$ cat src/design/qast_pkg.sv
// ----------------------------------------------------------------------------
// qast_pkg
// Shared types and constants for the quote-aware shell tokenizer.
// ----------------------------------------------------------------------------
package qast_pkg;

   localparam int QUEUE_DEPTH_DEFAULT = 4;
   localparam int MAX_RESULTS = 3;

   localparam logic [7:0] CHAR_DQUOTE = 8'h22;
   localparam logic [7:0] CHAR_SQUOTE = 8'h27;
   localparam logic [7:0] CHAR_PIPE   = 8'h7C;
   localparam logic [7:0] CHAR_GT     = 8'h3E;
   localparam logic [7:0] CHAR_LT     = 8'h3C;
   localparam logic [7:0] CHAR_SPACE  = 8'h20;

   typedef enum logic [1:0] {
      QS_NONE   = 2'd0,
      QS_SINGLE = 2'd1,
      QS_DOUBLE = 2'd2
   } quote_type;

   typedef enum logic [1:0] {
      CLS_SPACE = 2'd0,
      CLS_WORD  = 2'd1,
      CLS_OP    = 2'd2
   } class_type;

   typedef struct packed {
      logic [7:0] out_char;
      logic       ends_token;
      logic       operator_token;
      logic       line_done;
      logic       unbalanced_quote;
   } result_type;

   // All results caused by one input item; count is never zero in the queue.
   typedef struct packed {
      result_type [MAX_RESULTS-1:0] res;
      logic [1:0]                   count;
   } bundle_type;

endpackage

$ cat src/design/quote_aware_shell_tokenizer_core.sv
// ----------------------------------------------------------------------------
// quote_aware_shell_tokenizer_core
// Splits a command line, one byte per item, into word and operator tokens.
//
// Channel   Direction  Handshake      Payload
// req       in         push / full    ch, end_of_line
// rsp       out        pop / empty    out_char, ends_token, operator_token,
//                                     line_done, unbalanced_quote, last
//
// One input byte is taken per cycle while the bundle queue has room.
// Each result is presented on its own, one at a time, so an item that
// causes k results presents them in turn (k is at most three).
// A result reaches the outputs once its bundle is at the head of the queue.
// Reset clears the quote state, the held byte and the queue.
// ----------------------------------------------------------------------------
module quote_aware_shell_tokenizer_core #(
   parameter int QUEUE_DEPTH = qast_pkg::QUEUE_DEPTH_DEFAULT
) (
   input  logic       clock,
   input  logic       reset,
   input  logic [7:0] req_ch,
   input  logic       req_end_of_line,
   input  logic       push,
   output logic       full,
   output logic [7:0] rsp_out_char,
   output logic       rsp_ends_token,
   output logic       rsp_operator_token,
   output logic       rsp_line_done,
   output logic       rsp_unbalanced_quote,
   output logic       rsp_last,
   output logic       empty,
   input  logic       pop
);
   import qast_pkg::*;

   logic       accept;
   logic       bundle_push;
   bundle_type bundle;
   bundle_type head;
   logic       q_empty;
   logic       q_full;
   logic       head_release;

   assign full = q_full;
   assign accept = push && !q_full;

   qast_front u_front (
      .clock       (clock),
      .reset       (reset),
      .accept      (accept),
      .ch          (req_ch),
      .end_of_line (req_end_of_line),
      .bundle_push (bundle_push),
      .bundle      (bundle)
   );

   qast_queue #(
      .DEPTH (QUEUE_DEPTH)
   ) u_queue (
      .clock   (clock),
      .reset   (reset),
      .wr_en   (bundle_push),
      .wr_data (bundle),
      .rd_en   (head_release),
      .rd_data (head),
      .q_empty (q_empty),
      .q_full  (q_full)
   );

   qast_back u_back (
      .clock            (clock),
      .reset            (reset),
      .head             (head),
      .head_valid       (!q_empty),
      .pop              (pop),
      .head_release     (head_release),
      .empty            (empty),
      .out_char         (rsp_out_char),
      .ends_token       (rsp_ends_token),
      .operator_token   (rsp_operator_token),
      .line_done        (rsp_line_done),
      .unbalanced_quote (rsp_unbalanced_quote),
      .last             (rsp_last)
   );

endmodule

$ cat src/design/qast_front.sv
// ----------------------------------------------------------------------------
// qast_front
// Classifies each byte, tracks the quote state and the held byte, and builds
// the bundle of results that the byte causes.
// ----------------------------------------------------------------------------
module qast_front (
   input  logic                clock,
   input  logic                reset,
   input  logic                accept,
   input  logic [7:0]          ch,
   input  logic                end_of_line,
   output logic                bundle_push,
   output qast_pkg::bundle_type bundle
);
   import qast_pkg::*;

   quote_type  quote_ff, quote_in;
   logic [7:0] held_byte_ff, held_byte_in;
   logic       held_valid_ff, held_valid_in;
   logic       token_open_ff, token_open_in;

   quote_type  qs;
   class_type  cls;
   logic [1:0] n;
   logic       consumed;
   logic       is_op;

   always_comb begin
      is_op = (ch == CHAR_PIPE) || (ch == CHAR_LT) || (ch == CHAR_GT);
      qs = quote_ff;
      cls = CLS_WORD;
      unique case (quote_ff)
         QS_SINGLE: begin
            if (ch == CHAR_SQUOTE) qs = QS_NONE;
         end
         QS_DOUBLE: begin
            if (ch == CHAR_DQUOTE) qs = QS_NONE;
         end
         default: begin
            if (ch == CHAR_SPACE) begin
               cls = CLS_SPACE;
            end else if (is_op) begin
               cls = CLS_OP;
            end else if (ch == CHAR_SQUOTE) begin
               qs = QS_SINGLE;
            end else if (ch == CHAR_DQUOTE) begin
               qs = QS_DOUBLE;
            end
         end
      endcase

      n = 2'd0;
      consumed = 1'b0;
      bundle = '0;
      held_byte_in = held_byte_ff;
      held_valid_in = held_valid_ff;
      token_open_in = token_open_ff;
      quote_in = qs;

      if (held_valid_ff) begin
         if (token_open_ff) begin
            if (cls == CLS_WORD) begin
               bundle.res[n] = '{held_byte_ff, 1'b0, 1'b0, 1'b0, 1'b0};
            end else begin
               bundle.res[n] = '{held_byte_ff, 1'b1, 1'b0, 1'b0, 1'b0};
               token_open_in = 1'b0;
            end
            n = n + 2'd1;
         end else if ((held_byte_ff == CHAR_LT || held_byte_ff == CHAR_GT) &&
                      cls == CLS_OP && ch == held_byte_ff) begin
            bundle.res[n] = '{held_byte_ff, 1'b0, 1'b1, 1'b0, 1'b0};
            n = n + 2'd1;
            bundle.res[n] = '{ch, 1'b1, 1'b1, 1'b0, 1'b0};
            n = n + 2'd1;
            consumed = 1'b1;
         end else begin
            bundle.res[n] = '{held_byte_ff, 1'b1, 1'b1, 1'b0, 1'b0};
            n = n + 2'd1;
         end
         held_valid_in = 1'b0;
         held_byte_in = 8'h00;
      end

      if (!consumed) begin
         if (cls == CLS_WORD) begin
            held_byte_in = ch;
            held_valid_in = 1'b1;
            token_open_in = 1'b1;
         end else if (cls == CLS_OP) begin
            held_byte_in = ch;
            held_valid_in = 1'b1;
            token_open_in = 1'b0;
         end
      end

      if (end_of_line) begin
         if (held_valid_in) begin
            bundle.res[n] = '{held_byte_in, 1'b1, !token_open_in, 1'b0, 1'b0};
            n = n + 2'd1;
         end
         bundle.res[n] = '{8'h00, 1'b0, 1'b0, 1'b1, qs != QS_NONE};
         n = n + 2'd1;
         quote_in = QS_NONE;
         held_byte_in = 8'h00;
         held_valid_in = 1'b0;
         token_open_in = 1'b0;
      end

      bundle.count = n;
      bundle_push = accept && (n != 2'd0);
   end

   always_ff @(posedge clock) begin
      if (reset) begin
         quote_ff <= QS_NONE;
         held_byte_ff <= 8'h00;
         held_valid_ff <= 1'b0;
         token_open_ff <= 1'b0;
      end else if (accept) begin
         quote_ff <= quote_in;
         held_byte_ff <= held_byte_in;
         held_valid_ff <= held_valid_in;
         token_open_ff <= token_open_in;
      end
   end

endmodule

$ cat src/design/qast_queue.sv
// ----------------------------------------------------------------------------
// qast_queue
// Short queue of result bundles between the front and back parts.
// ----------------------------------------------------------------------------
module qast_queue #(
   parameter int DEPTH = qast_pkg::QUEUE_DEPTH_DEFAULT
) (
   input  logic                clock,
   input  logic                reset,
   input  logic                wr_en,
   input  qast_pkg::bundle_type wr_data,
   input  logic                rd_en,
   output qast_pkg::bundle_type rd_data,
   output logic                q_empty,
   output logic                q_full
);
   import qast_pkg::*;

   localparam int PW = (DEPTH > 1) ? $clog2(DEPTH) : 1;
   localparam int CW = $clog2(DEPTH + 1);

   bundle_type        mem_ff [DEPTH];
   logic [PW-1:0]     wr_ptr_ff, wr_ptr_in;
   logic [PW-1:0]     rd_ptr_ff, rd_ptr_in;
   logic [CW-1:0]     count_ff, count_in;
   logic              do_wr, do_rd;

   assign q_empty = (count_ff == '0);
   assign q_full  = (count_ff == CW'(DEPTH));
   assign rd_data = mem_ff[rd_ptr_ff];
   assign do_wr   = wr_en && !q_full;
   assign do_rd   = rd_en && !q_empty;

   always_comb begin
      wr_ptr_in = wr_ptr_ff;
      rd_ptr_in = rd_ptr_ff;
      count_in = count_ff;
      if (do_wr) begin
         wr_ptr_in = (wr_ptr_ff == PW'(DEPTH - 1)) ? '0 : wr_ptr_ff + PW'(1);
      end
      if (do_rd) begin
         rd_ptr_in = (rd_ptr_ff == PW'(DEPTH - 1)) ? '0 : rd_ptr_ff + PW'(1);
      end
      if (do_wr && !do_rd) begin
         count_in = count_ff + CW'(1);
      end else if (do_rd && !do_wr) begin
         count_in = count_ff - CW'(1);
      end
   end

   always_ff @(posedge clock) begin
      if (reset) begin
         wr_ptr_ff <= '0;
         rd_ptr_ff <= '0;
         count_ff <= '0;
      end else begin
         wr_ptr_ff <= wr_ptr_in;
         rd_ptr_ff <= rd_ptr_in;
         count_ff <= count_in;
      end
   end

   always_ff @(posedge clock) begin
      if (do_wr) begin
         mem_ff[wr_ptr_ff] <= wr_data;
      end
   end

endmodule

$ cat src/design/qast_back.sv
// ----------------------------------------------------------------------------
// qast_back
// Walks through the results of the bundle at the head of the queue and
// presents them one at a time.
// ----------------------------------------------------------------------------
module qast_back (
   input  logic                clock,
   input  logic                reset,
   input  qast_pkg::bundle_type head,
   input  logic                head_valid,
   input  logic                pop,
   output logic                head_release,
   output logic                empty,
   output logic [7:0]          out_char,
   output logic                ends_token,
   output logic                operator_token,
   output logic                line_done,
   output logic                unbalanced_quote,
   output logic                last
);
   import qast_pkg::*;

   logic [1:0] idx_ff, idx_in;
   result_type cur;

   always_comb begin
      cur = head.res[idx_ff];
      out_char = cur.out_char;
      ends_token = cur.ends_token;
      operator_token = cur.operator_token;
      line_done = cur.line_done;
      unbalanced_quote = cur.unbalanced_quote;
      last = (idx_ff == head.count - 2'd1);
      empty = !head_valid;
      head_release = pop && head_valid && last;
      idx_in = idx_ff;
      if (pop && head_valid) begin
         idx_in = last ? 2'd0 : idx_ff + 2'd1;
      end
   end

   always_ff @(posedge clock) begin
      if (reset) begin
         idx_ff <= 2'd0;
      end else begin
         idx_ff <= idx_in;
      end
   end

endmodule

$ cat config.mk
export PLATFORM = sky130hd
export DESIGN_NAME = quote_aware_shell_tokenizer_core
export DESIGN_NICKNAME = d
export VERILOG_FILES = /design/src/design/qast_pkg.sv /design/src/design/quote_aware_shell_tokenizer_core.sv /design/src/design/qast_front.sv /design/src/design/qast_queue.sv /design/src/design/qast_back.sv
export SDC_FILE = /design/constraint.sdc
export NUM_CORES = 1
export LEC_CHECK = 0
export BUFFER_PORTS_ARGS = -buffer_cell sky130_fd_sc_hd__buf_2
export CORE_UTILIZATION = 60
export CTS_CLUSTER_DIAMETER = 200
export DETAILED_ROUTE_END_ITERATION = 8
export PLACE_DENSITY = 0.82
export SETUP_SLACK_MARGIN = 0.5
export SLEW_MARGIN = 20
export SYNTH_ARGS = -nofsm -noshare
export SYNTH_HDL_FRONTEND = slang
export SYNTH_SLANG_ARGS = --single-unit
$ cat constraint.sdc
create_clock -name clock -period 9.5 [get_ports clock]
set_input_delay 0.475 -clock clock [delete_from_list [all_inputs] [get_ports clock]]
set_output_delay 0.475 -clock clock [all_outputs]
set_load 0.02 [all_outputs]
==> results.ini, run 1 <==
[critical_path]
critPathRequiredTime_ns = 9.86
path_cells = inv_1, ha_1, nand3_1, inv_1, ha_1, nand3b_1, nor4_4, and2_1, nand2_1, ha_1, inv_1, o21ai_0, ha_1, nand2b_1, a21oi_1, nor3_2, ha_1, inv_1, fa_1, xor2_1, or3_1, a21oi_1
worstPathArrival_ns = 5.35
cpMostUsedCell = ha_1
cp_max_fo = 7
start_kind = flip-flop
cp-end-kind = flip-flop
rr_startpoint = u_front.quote_ff[0]
reg2regPathDepth = 22
crit_type = flip-flop to flip-flop
cpPeakStageDelay_ns = 0.43
ff2ff_setup_slack_ns = 4.51
crit-reg2reg-capture = u_queue.count_ff[2]
cp_slowest_cell = nor3_2

[hold_path]
worst_hold_path_type = input pin to flip-flop
hp-start = reset
worst_hold_path.endpoint = u_front.held_byte_ff[6]
min_path_cells = 2

[synth]
synth_common_cells = edfxtp_1, nand2_1, mux4_2, a21oi_1, inv_1
synth_area_per_cell_um2 = 14.9
synth_edf_count = 152
netlist_instances = 523
synth_area_um2 = 7790
synthTopCellsByArea = edfxtp_1, mux4_2, dfxtp_1
yosys.area.top_type = edfxtp_1
yosysSeqAreaShare_pct = 64.5
synth_cell_type_count = 57
ys.flop_type = edfxtp_1
synth_top_area_share_pct = 58.6
yosysMostFrequentCell = edfxtp_1
yosys_warnings = 0
synthArstFlopShare_pct = 0
syn-num-nets = 552
ys_ff_latch = 175

[run_status]
outcome = finished clean

[cts]
htreeDepth = 4
cts.sinks = 175
clock_path_buffers = 2
postCtsSetupBuffers = 0
cts_resized = 0
clk_pin_slew_ns = 0.07
clock_latency_ns = 0.43
cts_tree = built
cts_hold_buf = 0
root_buffer = clkbuf_16
cts_buffers = 17

[finish]
num_antenna_cells = 0
final_util_pct = 68.9
area_growth_pct = 11.6
nNetsFinal = 575
drive_gt1_share_pct = 20.9

[route]
met1Wirelength_mm = 6.37
drtIter0Drc = 426
dr_wl_met2_mm = 7.82
wl_per_cell_um = 21.2
via_per_inst = 6.34
drtAntennaViolNets = 0
num_vias = 4633
top_layer_used = met4
drc_errors = 0
wl_met3_um = 945
wirelength_mm = 15.5
firstDrtPassIters = 7

[sta]
rsz0062_at_grt = no
fmax_ghz = 0.200
period_minus_slack_ns = 4.99
slew_headroom_pct = 30.3
finalClockSkew_ns = 0.00975
fin_setup_tns_ns = 0
finalHoldViolCount = 0
maxSlewViolCount = 0
period_share_pct = 52.5
setup_violations = 0
worst-slew-pin-transition_ns = 1.05

[global_routing]
track_usage_pct = 25.2
antenna_found_initial = 0
grt_pass1_vias = 4587
grt_pass1_wl_mm = 24.1
grt_overflow = 0
grt_max_degree = 39

[power]
powerDensity_nw_per_um2 = 230
power_leakage_nw = 2.87
irDropWorstVdd_uv = 109

[floorplan]
start_util_pct = 61.7
fp.coreArea_um2 = 12600
die_x_um = 116
fp-row-count = 41
pin_count = 28
die_area_um2 = 13400
die-height_um = 116

[place]
portBuffers = 27
globalplace.congestion = 0.886
dp_hpwl_mm = 9.42

[flow_run]
maxCapViolations = 0

## through the flow
stage	hold WS, ns	cells	power [W]	cell area (um2)	setup WS, ns
2_1_floorplan	0.457	523	0.00118	7790	4.75
3_5_place_dp	0.483	699	0.00127	8060	4.14
4_1_cts	0.444	731	0.00200	8690	4.55
6_report	0.469	731	0.00200	8690	4.51
3_3_place_gp	0.461	699	0.00126	8060	4.42
5_1_grt	0.465	731	0.00207	8690	4.21
## layout make-up
class                           count  area [um2]
Clock buffer                       17         425
Clock inverter                     15         206
Fill cell                         845        3930
Inverter                           29         109
Multi-Input combinational cell    292        2540
Sequential cell                   175        5030
Tap cell                          172         215
Timing Repair Buffer               31         165
## per-layer routing
| layer | GRT usage [%] | vias up |
|---|---|---|
| met5 | 0 | - |
| met4 | 9.23 | 0 |
| met3 | 6.07 | 30 |
| met2 | 41.7 | 219 |
| met1 | 32.7 | 2315 |
| li1 | - | 2069 |
## worst max-delay path, delay by kind of cell (launching register included)
family                     cells  cell delay (ns)
DFF                            1             0.39
buffers and inverters          4             0.29
adders and majority gates      6             1.97
and+or+nand+nor                8             1.65
xor gates and xnor gates       1             0.18
AOI/OAI and AO/OA              3             0.42
## registers in the layout, indices dropped and copies added (netlist names), named ones only
register	cells
u_back.idx_ff	2
u_front.held_byte_ff	8
u_front.held_valid_ff	1
u_front.quote_ff	2
u_front.token_open_ff	1
u_queue.count_ff	3
u_queue.mem_ff	152
u_queue.rd_ptr_ff	2
u_queue.wr_ptr_ff	2
## cell families (layout without fill, tap and decap cells)
group	count (synthesis)	in the layout	share of synthesized area (%)
compound gates	75	75	6.05
simple gates	140	140	9.81
buf+inv	56	92	2.91
xor+xnor	5	5	0.659
flops	175	175	64.5
mux	56	56	13.4
fa+ha+maj	16	16	2.67
## placed cells by master (no fill, tap or decap), types with 15 or more instances in the layout
master     Yosys  routed
nor2_1        26      26
inv_1         29      29
buf_2          4      27
nand2_1       41      41
edfxtp_1     152     152
ha_1          15      15
a21oi_1       29      29
dfxtp_1       23      22
mux4_2        37      37
mux2i_1       16      16
clkbuf_16      0      17
## worst max-delay path by stage
stage                           endpoint  cells after the start                start  slack [ns]
floorplan           u_queue.mem_ff[3][0]                     18            req_ch[2]        4.75
global placement     u_queue.count_ff[2]                     23            req_ch[0]        4.42
detailed placement   u_queue.count_ff[2]                     23            req_ch[0]        4.14
CTS                  u_queue.count_ff[2]                     22  u_front.quote_ff[0]        4.55
global route         u_queue.count_ff[2]                     22  u_front.quote_ff[0]        4.21
finish               u_queue.count_ff[2]                     22  u_front.quote_ff[0]        4.51
## report_power, final
group | switching, W | leakage (nW) | internal [W] | total, W
sequential | 0.0000242 | 1.54 | 0.000888 | 0.000912
combinational | 0.000208 | 1.02 | 0.000138 | 0.000346
clock | 0.000295 | 0.310 | 0.000445 | 0.000739
total | 0.000527 | 2.87 | 0.00147 | 0.00200
Note: power is estimated with default switching activity, not from simulation.
==> inputs of run 2 (changes only) <==
--- a/config.mk
+++ b/config.mk
@@ -5,11 +5,12 @@
 export SDC_FILE = /design/constraint.sdc
 export NUM_CORES = 1
 export LEC_CHECK = 0
+export ABC_AREA = 1
 export BUFFER_PORTS_ARGS = -buffer_cell sky130_fd_sc_hd__buf_2
 export CORE_UTILIZATION = 60
 export CTS_CLUSTER_DIAMETER = 200
 export DETAILED_ROUTE_END_ITERATION = 8
-export PLACE_DENSITY = 0.82
+export PLACE_DENSITY = 0.81
 export SETUP_SLACK_MARGIN = 0.5
 export SLEW_MARGIN = 20
 export SYNTH_ARGS = -nofsm -noshare
==> constraint.sdc (replaced) <==
create_clock -name clock -period 4.75 [get_ports clock]
set_input_delay 0.2375 -clock clock [delete_from_list [all_inputs] [get_ports clock]]
set_output_delay 0.2375 -clock clock [all_outputs]
set_load 0.02 [all_outputs]
==> run 2 against run 1 <==
Compared with the run above: hold slack worse by 0.28 ns; first-iteration DRC count grew 85%; combinational power grew to 3.5 times the previous value; largest cell class unchanged.
==> results.ini, run 2 <==
[synth]
synth_cell_type_count = 45  ; -21%
ys_ff_latch = 175  ; unchanged
syn-num-nets = 796  ; +44%
synthArstFlopShare_pct = 0  ; unchanged
yosysSeqAreaShare_pct = 62.6  ; -1.9 points
netlist_instances = 767  ; +47%
synth_area_per_cell_um2 = 10.5  ; -30%
yosysMostFrequentCell = edfxtp_1
yosys.area.top_type = edfxtp_1
synth_common_cells = edfxtp_1, nor2_1, nand2_1, o21ai_0, inv_1
synth_top_area_share_pct = 56.9  ; -1.7 points
yosys_warnings = 0  ; unchanged
ys.flop_type = edfxtp_1
synth_area_um2 = 8020  ; +3.0%
synthTopCellsByArea = edfxtp_1, o21ai_0, dfxtp_1
synth_edf_count = 152  ; unchanged

[cts]
htreeDepth = 4  ; unchanged
cts_tree = built
clock_path_buffers = 2  ; unchanged
clk_pin_slew_ns = 0.06  ; about the same
cts_buffers = 17  ; unchanged
root_buffer = clkbuf_16
cts.sinks = 175  ; unchanged
clock_latency_ns = 0.43  ; about the same

[critical_path]
cp_slowest_cell = fa_1
cp-end-kind = flip-flop
worstPathArrival_ns = 4.36  ; -0.99 ns
rr_startpoint = u_front.quote_ff[0]
reg2regPathDepth = 27  ; +23%
critPathLaunch = u_front.quote_ff[0]
cp_max_fo = 5  ; -2
cpPeakStageDelay_ns = 0.42  ; about the same
critPathRequiredTime_ns = 5.11  ; -4.75 ns
start_kind = flip-flop
crit_type = flip-flop to flip-flop

[finish]
finalNonFillerCells = 969  ; +33%
largest_register_ff_count = 152  ; unchanged
area_growth_pct = 12.4
num_antenna_cells = 0  ; unchanged
largestRegisters = u_queue.mem_ff x152, u_front.held_byte_ff x8, u_queue.count_ff x3
final_util_pct = 70.3  ; +1.5 points
nNetsFinal = 816  ; +42%
drive_gt1_share_pct = 13.2  ; -7.8 points
final_cell_mix = edfxtp_1, nor2_1, nand2_1, o21ai_0, inv_1
final_common_cell = edfxtp_1
top_register = u_queue.mem_ff
n_fill_cell = 871  ; +3.1%

[sta]
period_share_pct = 84.1  ; +32 points
fmax_ghz = 0.250  ; +25%
fin_setup_tns_ns = 0  ; unchanged
period_minus_slack_ns = 4.00  ; -0.994 ns
slew_headroom_pct = 38.9  ; +8.6 points
maxSlewViolCount = 0  ; unchanged
setup_violations = 0  ; unchanged
worst-slew-pin-transition_ns = 0.913  ; -0.133 ns
finalClockSkew_ns = 0.00706  ; -0.00270 ns
rsz0062_at_grt = no
finalHoldViolCount = 0  ; unchanged

[place]
dp_cells = 938  ; +34%
dp_hpwl_mm = 11.5  ; +22%
globalplace.congestion = 0.917  ; +3.5%
portBuffers = 27  ; unchanged

[route]
drtIter0Drc = 788  ; +85%
drtAntennaViolNets = 0  ; unchanged
drc_errors = 0  ; unchanged
via_per_inst = 6.15  ; -2.9%
firstDrtPassIters = 6  ; -1
num_vias = 5961  ; +29%
wirelength_mm = 19.0  ; +23%
wl_per_cell_um = 19.6  ; -7.5%

[floorplan]
start_util_pct = 62.6  ; +0.82 points
die_area_um2 = 13800  ; +2.9%
die-height_um = 118  ; +1.4%
fp-row-count = 41  ; unchanged
die_x_um = 118  ; +1.4%
fp.coreArea_um2 = 12800  ; +1.6%
pin_count = 28  ; unchanged

[hold_path]
min_path_cells = 2  ; unchanged
worst_hold_path_type = input pin to flip-flop
hp-start = reset

[run_status]
outcome = finished clean

[power]
irDropWorstVdd_uv = 285  ; +160%
power_leakage_nw = 3.32  ; +16%
powerDensity_nw_per_um2 = 493  ; +110%

[global_routing]
grt_overflow = 0  ; unchanged
track_usage_pct = 28.4  ; +3.2 points
grt_max_degree = 75  ; +92%
antenna_found_initial = 0  ; unchanged
grt_pass1_wl_mm = 29.8  ; +23%
grt_pass1_vias = 5734  ; +25%

[flow_run]
maxCapViolations = 0  ; unchanged

run 2: routing by layer:
metal,up-vias,routed length [um],global-route usage (%)
met5,-,0,0
met4,0,427,13.3
met3,40,1540,4.41
met2,340,9360,46.5
met1,2841,7680,37.2
li1,2740,-,-
run 2: final cells by class:
| cell class | instances | area (um2) | share of cell area, % |
|---|---|---|---|
| Sequential cell | 175 | 5030 | 55.7 |
| Multi-Input combinational cell | 482 | 2660 | 29.5 |
| Clock buffer | 21 | 440 | 4.88 |
| Timing Repair Buffer | 40 | 283 | 3.13 |
| Inverter | 71 | 279 | 3.09 |
| Tap cell | 172 | 215 | 2.39 |
| Clock inverter | 8 | 118 | 1.30 |
run 2: timing repair:
item | in CTS | in global routing
buffers inserted | 2 | 0
hold buffers | 0 | 0
pin swaps | 2 | 7
setup endpoints to repair | 2 | 2
resized for setup | 4 | 14
run 2: worst paths after layout:
check	end	slack, ns
setup reg to reg	u_queue.count_ff[2]	0.75
hold reg to reg	u_front.token_open_ff	0.48
hold / removal	u_front.held_byte_ff[7]	0.19
setup / recovery	u_queue.count_ff[2]	0.75
run 2: logic make-up (layout without fill, tap and decap cells):
| family | Yosys count | after routing | share of synthesized area [%] |
|---|---|---|---|
| AOI/OAI and AO/OA | 196 | 196 | 14.6 |
| and+or+nand+nor | 268 | 268 | 14.4 |
| buffers and inverters | 110 | 140 | 5.57 |
| DFF | 175 | 175 | 62.6 |
| xor gates and xnor gates | 1 | 1 | 0.109 |
| adders and majority gates | 16 | 16 | 2.59 |
| muxes | 1 | 1 | 0.125 |
run 2: where the power goes:
part           switching, W  total, W  internal (W)
registers         0.0000817   0.00191       0.00183
clock network      0.000529   0.00134      0.000812
logic              0.000828   0.00120      0.000371
total               0.00144   0.00445       0.00301
run 2: through the flow:
step                      setup slack (ns)  hold WS, ns  instance area [um2]  power (W)
after floorplan                      0.410        0.445                 8020    0.00271
after CTS                            0.564        0.182                 8940    0.00442
after global routing                 0.477        0.215                 9020    0.00462
after detailed placement             0.261        0.467                 8360    0.00309
after global placement               0.430        0.458                 8360    0.00304
final                                0.755        0.186                 9020    0.00445
run 2: critical path: cells and delay by family (launching register included):
kind	cells	cell delay, ns
AND/OR/NAND/NOR	10	0.91
flip-flops	1	0.35
AO/OA/AOI/OAI	5	0.67
adder cells (fa/ha/maj)	6	1.62
buffers and inverters	6	0.37
==> inputs of run 3 (changes only) <==
==> constraint.sdc (replaced) <==
create_clock -name clock -period 3.8 [get_ports clock]
set_input_delay 0.19 -clock clock [delete_from_list [all_inputs] [get_ports clock]]
set_output_delay 0.19 -clock clock [all_outputs]
set_load 0.02 [all_outputs]
==> run 3 against run 2 <==
Compared with the run above: combinational power is 53% higher; critical path type unchanged; cell count is 6.1% higher; critical endpoint unchanged; total power is 32% higher.
==> results.ini, run 3 (synthesis gave the netlist of run 2 again) <==
[flow_run]
maxCapViolations = 0  ; unchanged

[critical_path]
cpMostUsedCell = ha_4
cp_max_fo = 5  ; unchanged
critPathRequiredTime_ns = 4.17  ; -0.94 ns
path_buf_inv = 6  ; unchanged
start_kind = flip-flop
worstPathArrival_ns = 3.91  ; -0.45 ns
cp_slowest_cell = dfxtp_2
cp_top_family = adder cells
cpPeakStageDelay_ns = 0.34  ; -0.08 ns
cp-end-kind = flip-flop
crit_type = flip-flop to flip-flop

[cts]
clock_path_buffers = 2  ; unchanged
clock_latency_ns = 0.44  ; about the same
clk_pin_slew_ns = 0.07  ; about the same
htreeDepth = 4  ; unchanged
cts_hold_buf = 0  ; unchanged
cts.sinks = 175  ; unchanged
cts_buffers = 17  ; unchanged
cts_tree = built
root_buffer = clkbuf_16

[power]
totalPowerFinal_w = 0.00586  ; +32%
powerDensity_nw_per_um2 = 588  ; +19%
power_leakage_nw = 3.73  ; +12%
irDropWorstVdd_uv = 341  ; +19%

[place]
globalplace.congestion = 0.911  ; -0.65%
dp_hpwl_mm = 11.9  ; +4.1%
portBuffers = 27  ; unchanged
preCtsSetupSlack_ns = -0.00806  ; -0.269 ns

[route]
drc_errors = 0  ; unchanged
drtAntennaViolNets = 0  ; unchanged
firstDrtPassIters = 6  ; unchanged
drtIter0Drc = 1049  ; +33%
wl_per_cell_um = 22.5  ; +15%
num_vias = 6545  ; +9.8%
via_per_inst = 6.37  ; +3.5%
wirelength_mm = 23.2  ; +22%

[finish]
nNetsFinal = 872  ; +6.9%
final_util_pct = 77.8  ; +7.4 points
num_antenna_cells = 0  ; unchanged
final_common_cell = edfxtp_1
final_cell_mix = edfxtp_1, nor2_1, nand2_1, o21ai_0, inv_1
multiInputGateArea_um2 = 2750  ; +3.3%
seqCellArea_um2 = 5030  ; about the same
largest_register_ff_count = 152  ; unchanged
top_register = u_queue.mem_ff
drive_gt1_share_pct = 22.5  ; +9.4 points
area_growth_pct = 24.3
n_fill_cell = 729  ; -16%
largestRegisters = u_queue.mem_ff x152, u_front.held_byte_ff x8, u_queue.count_ff x3

[sta]
fmax_ghz = 0.282  ; +13%
finalHoldViolCount = 0  ; unchanged
period_minus_slack_ns = 3.54  ; -0.453 ns
maxSlewViolCount = 0  ; unchanged
finalClockSkew_ns = 0.00666  ; -0.000392 ns
worst-slew-pin-transition_ns = 0.867  ; -0.0454 ns
slew_headroom_pct = 41.6  ; +2.6 points
rsz0062_at_grt = yes
setup_violations = 0  ; unchanged
timing.hold.ws_ns = 0.128  ; -0.0586 ns
period_share_pct = 93.2  ; +9.1 points
fin_ws_ns = 0.258  ; -0.497 ns

[floorplan]
fp-row-count = 41  ; unchanged
pin_count = 28  ; unchanged
start_util_pct = 62.6  ; unchanged
die_x_um = 118  ; unchanged
die_area_um2 = 13800  ; unchanged
die-height_um = 118  ; unchanged
fp.coreArea_um2 = 12800  ; unchanged

[hold_path]
worst_hold_path_type = input pin to flip-flop

[global_routing]
grt_pass1_wl_mm = 32.6  ; +9.5%
grt_overflow = 0  ; unchanged
grt_max_degree = 77  ; +2.7%
track_usage_pct = 31.5  ; +3.1 points
antenna_found_initial = 0  ; unchanged
grt_pass1_vias = 6119  ; +6.7%

[run_status]
outcome = finished clean

-- run 3: final timing paths --
check                         from                 endpoint  slack [ns]  cells after the start
min reg2reg  u_front.token_open_ff    u_front.token_open_ff        0.48                      2
max            u_front.quote_ff[0]      u_queue.count_ff[2]        0.26                     27
max reg2reg    u_front.quote_ff[0]      u_queue.count_ff[2]        0.26                     27
min                          reset  u_front.held_byte_ff[6]        0.13                      2
-- run 3: routing by layer --
layer	share of wire, %	GRT usage [%]	wire, um	up-vias
met3	11	7.07	2510	107
met1	36	40.5	8310	3072
met2	48	51.0	11200	496
li1	-	-	-	2870
met4	4.9	14.6	1150	0
met5	0	0	0	-
-- run 3: layout make-up --
| class | instances | share of cell area, % |
|---|---|---|
| well taps | 172 | 2.16 |
| inverters | 71 | 3.10 |
| multi-input cells | 482 | 27.5 |
| flip-flops and latches | 175 | 50.4 |
| clock inverters | 14 | 1.18 |
| clock buffers | 18 | 4.30 |
| repair buffers | 96 | 11.3 |
-- run 3: stage by stage --
step	cells	setup TNS [ns]	cell area, um2
after global routing	1028	0	9980
final	1028	0	9980
after CTS	1013	0	9590
after floorplan	767	0	8130
after detailed placement	955	-0.00806	8580
after global placement	955	0	8580
-- run 3: timing repair --
item | 4_1_cts | 5_1_grt
endpoints found under the setup margin | 204 | 262
pin swaps | 7 | 4
cloned | 8 | 8
setup buffers | 18 | 7
hold endpoints to repair | 0 | 0
gates resized for setup | 23 | 43
-- run 3: where the power goes --
group          total, W  internal (W)  switching, W  leakage (nW)
logic           0.00184      0.000670       0.00117          1.83
clock network   0.00165      0.000897      0.000753         0.256
registers       0.00237       0.00228     0.0000934          1.64
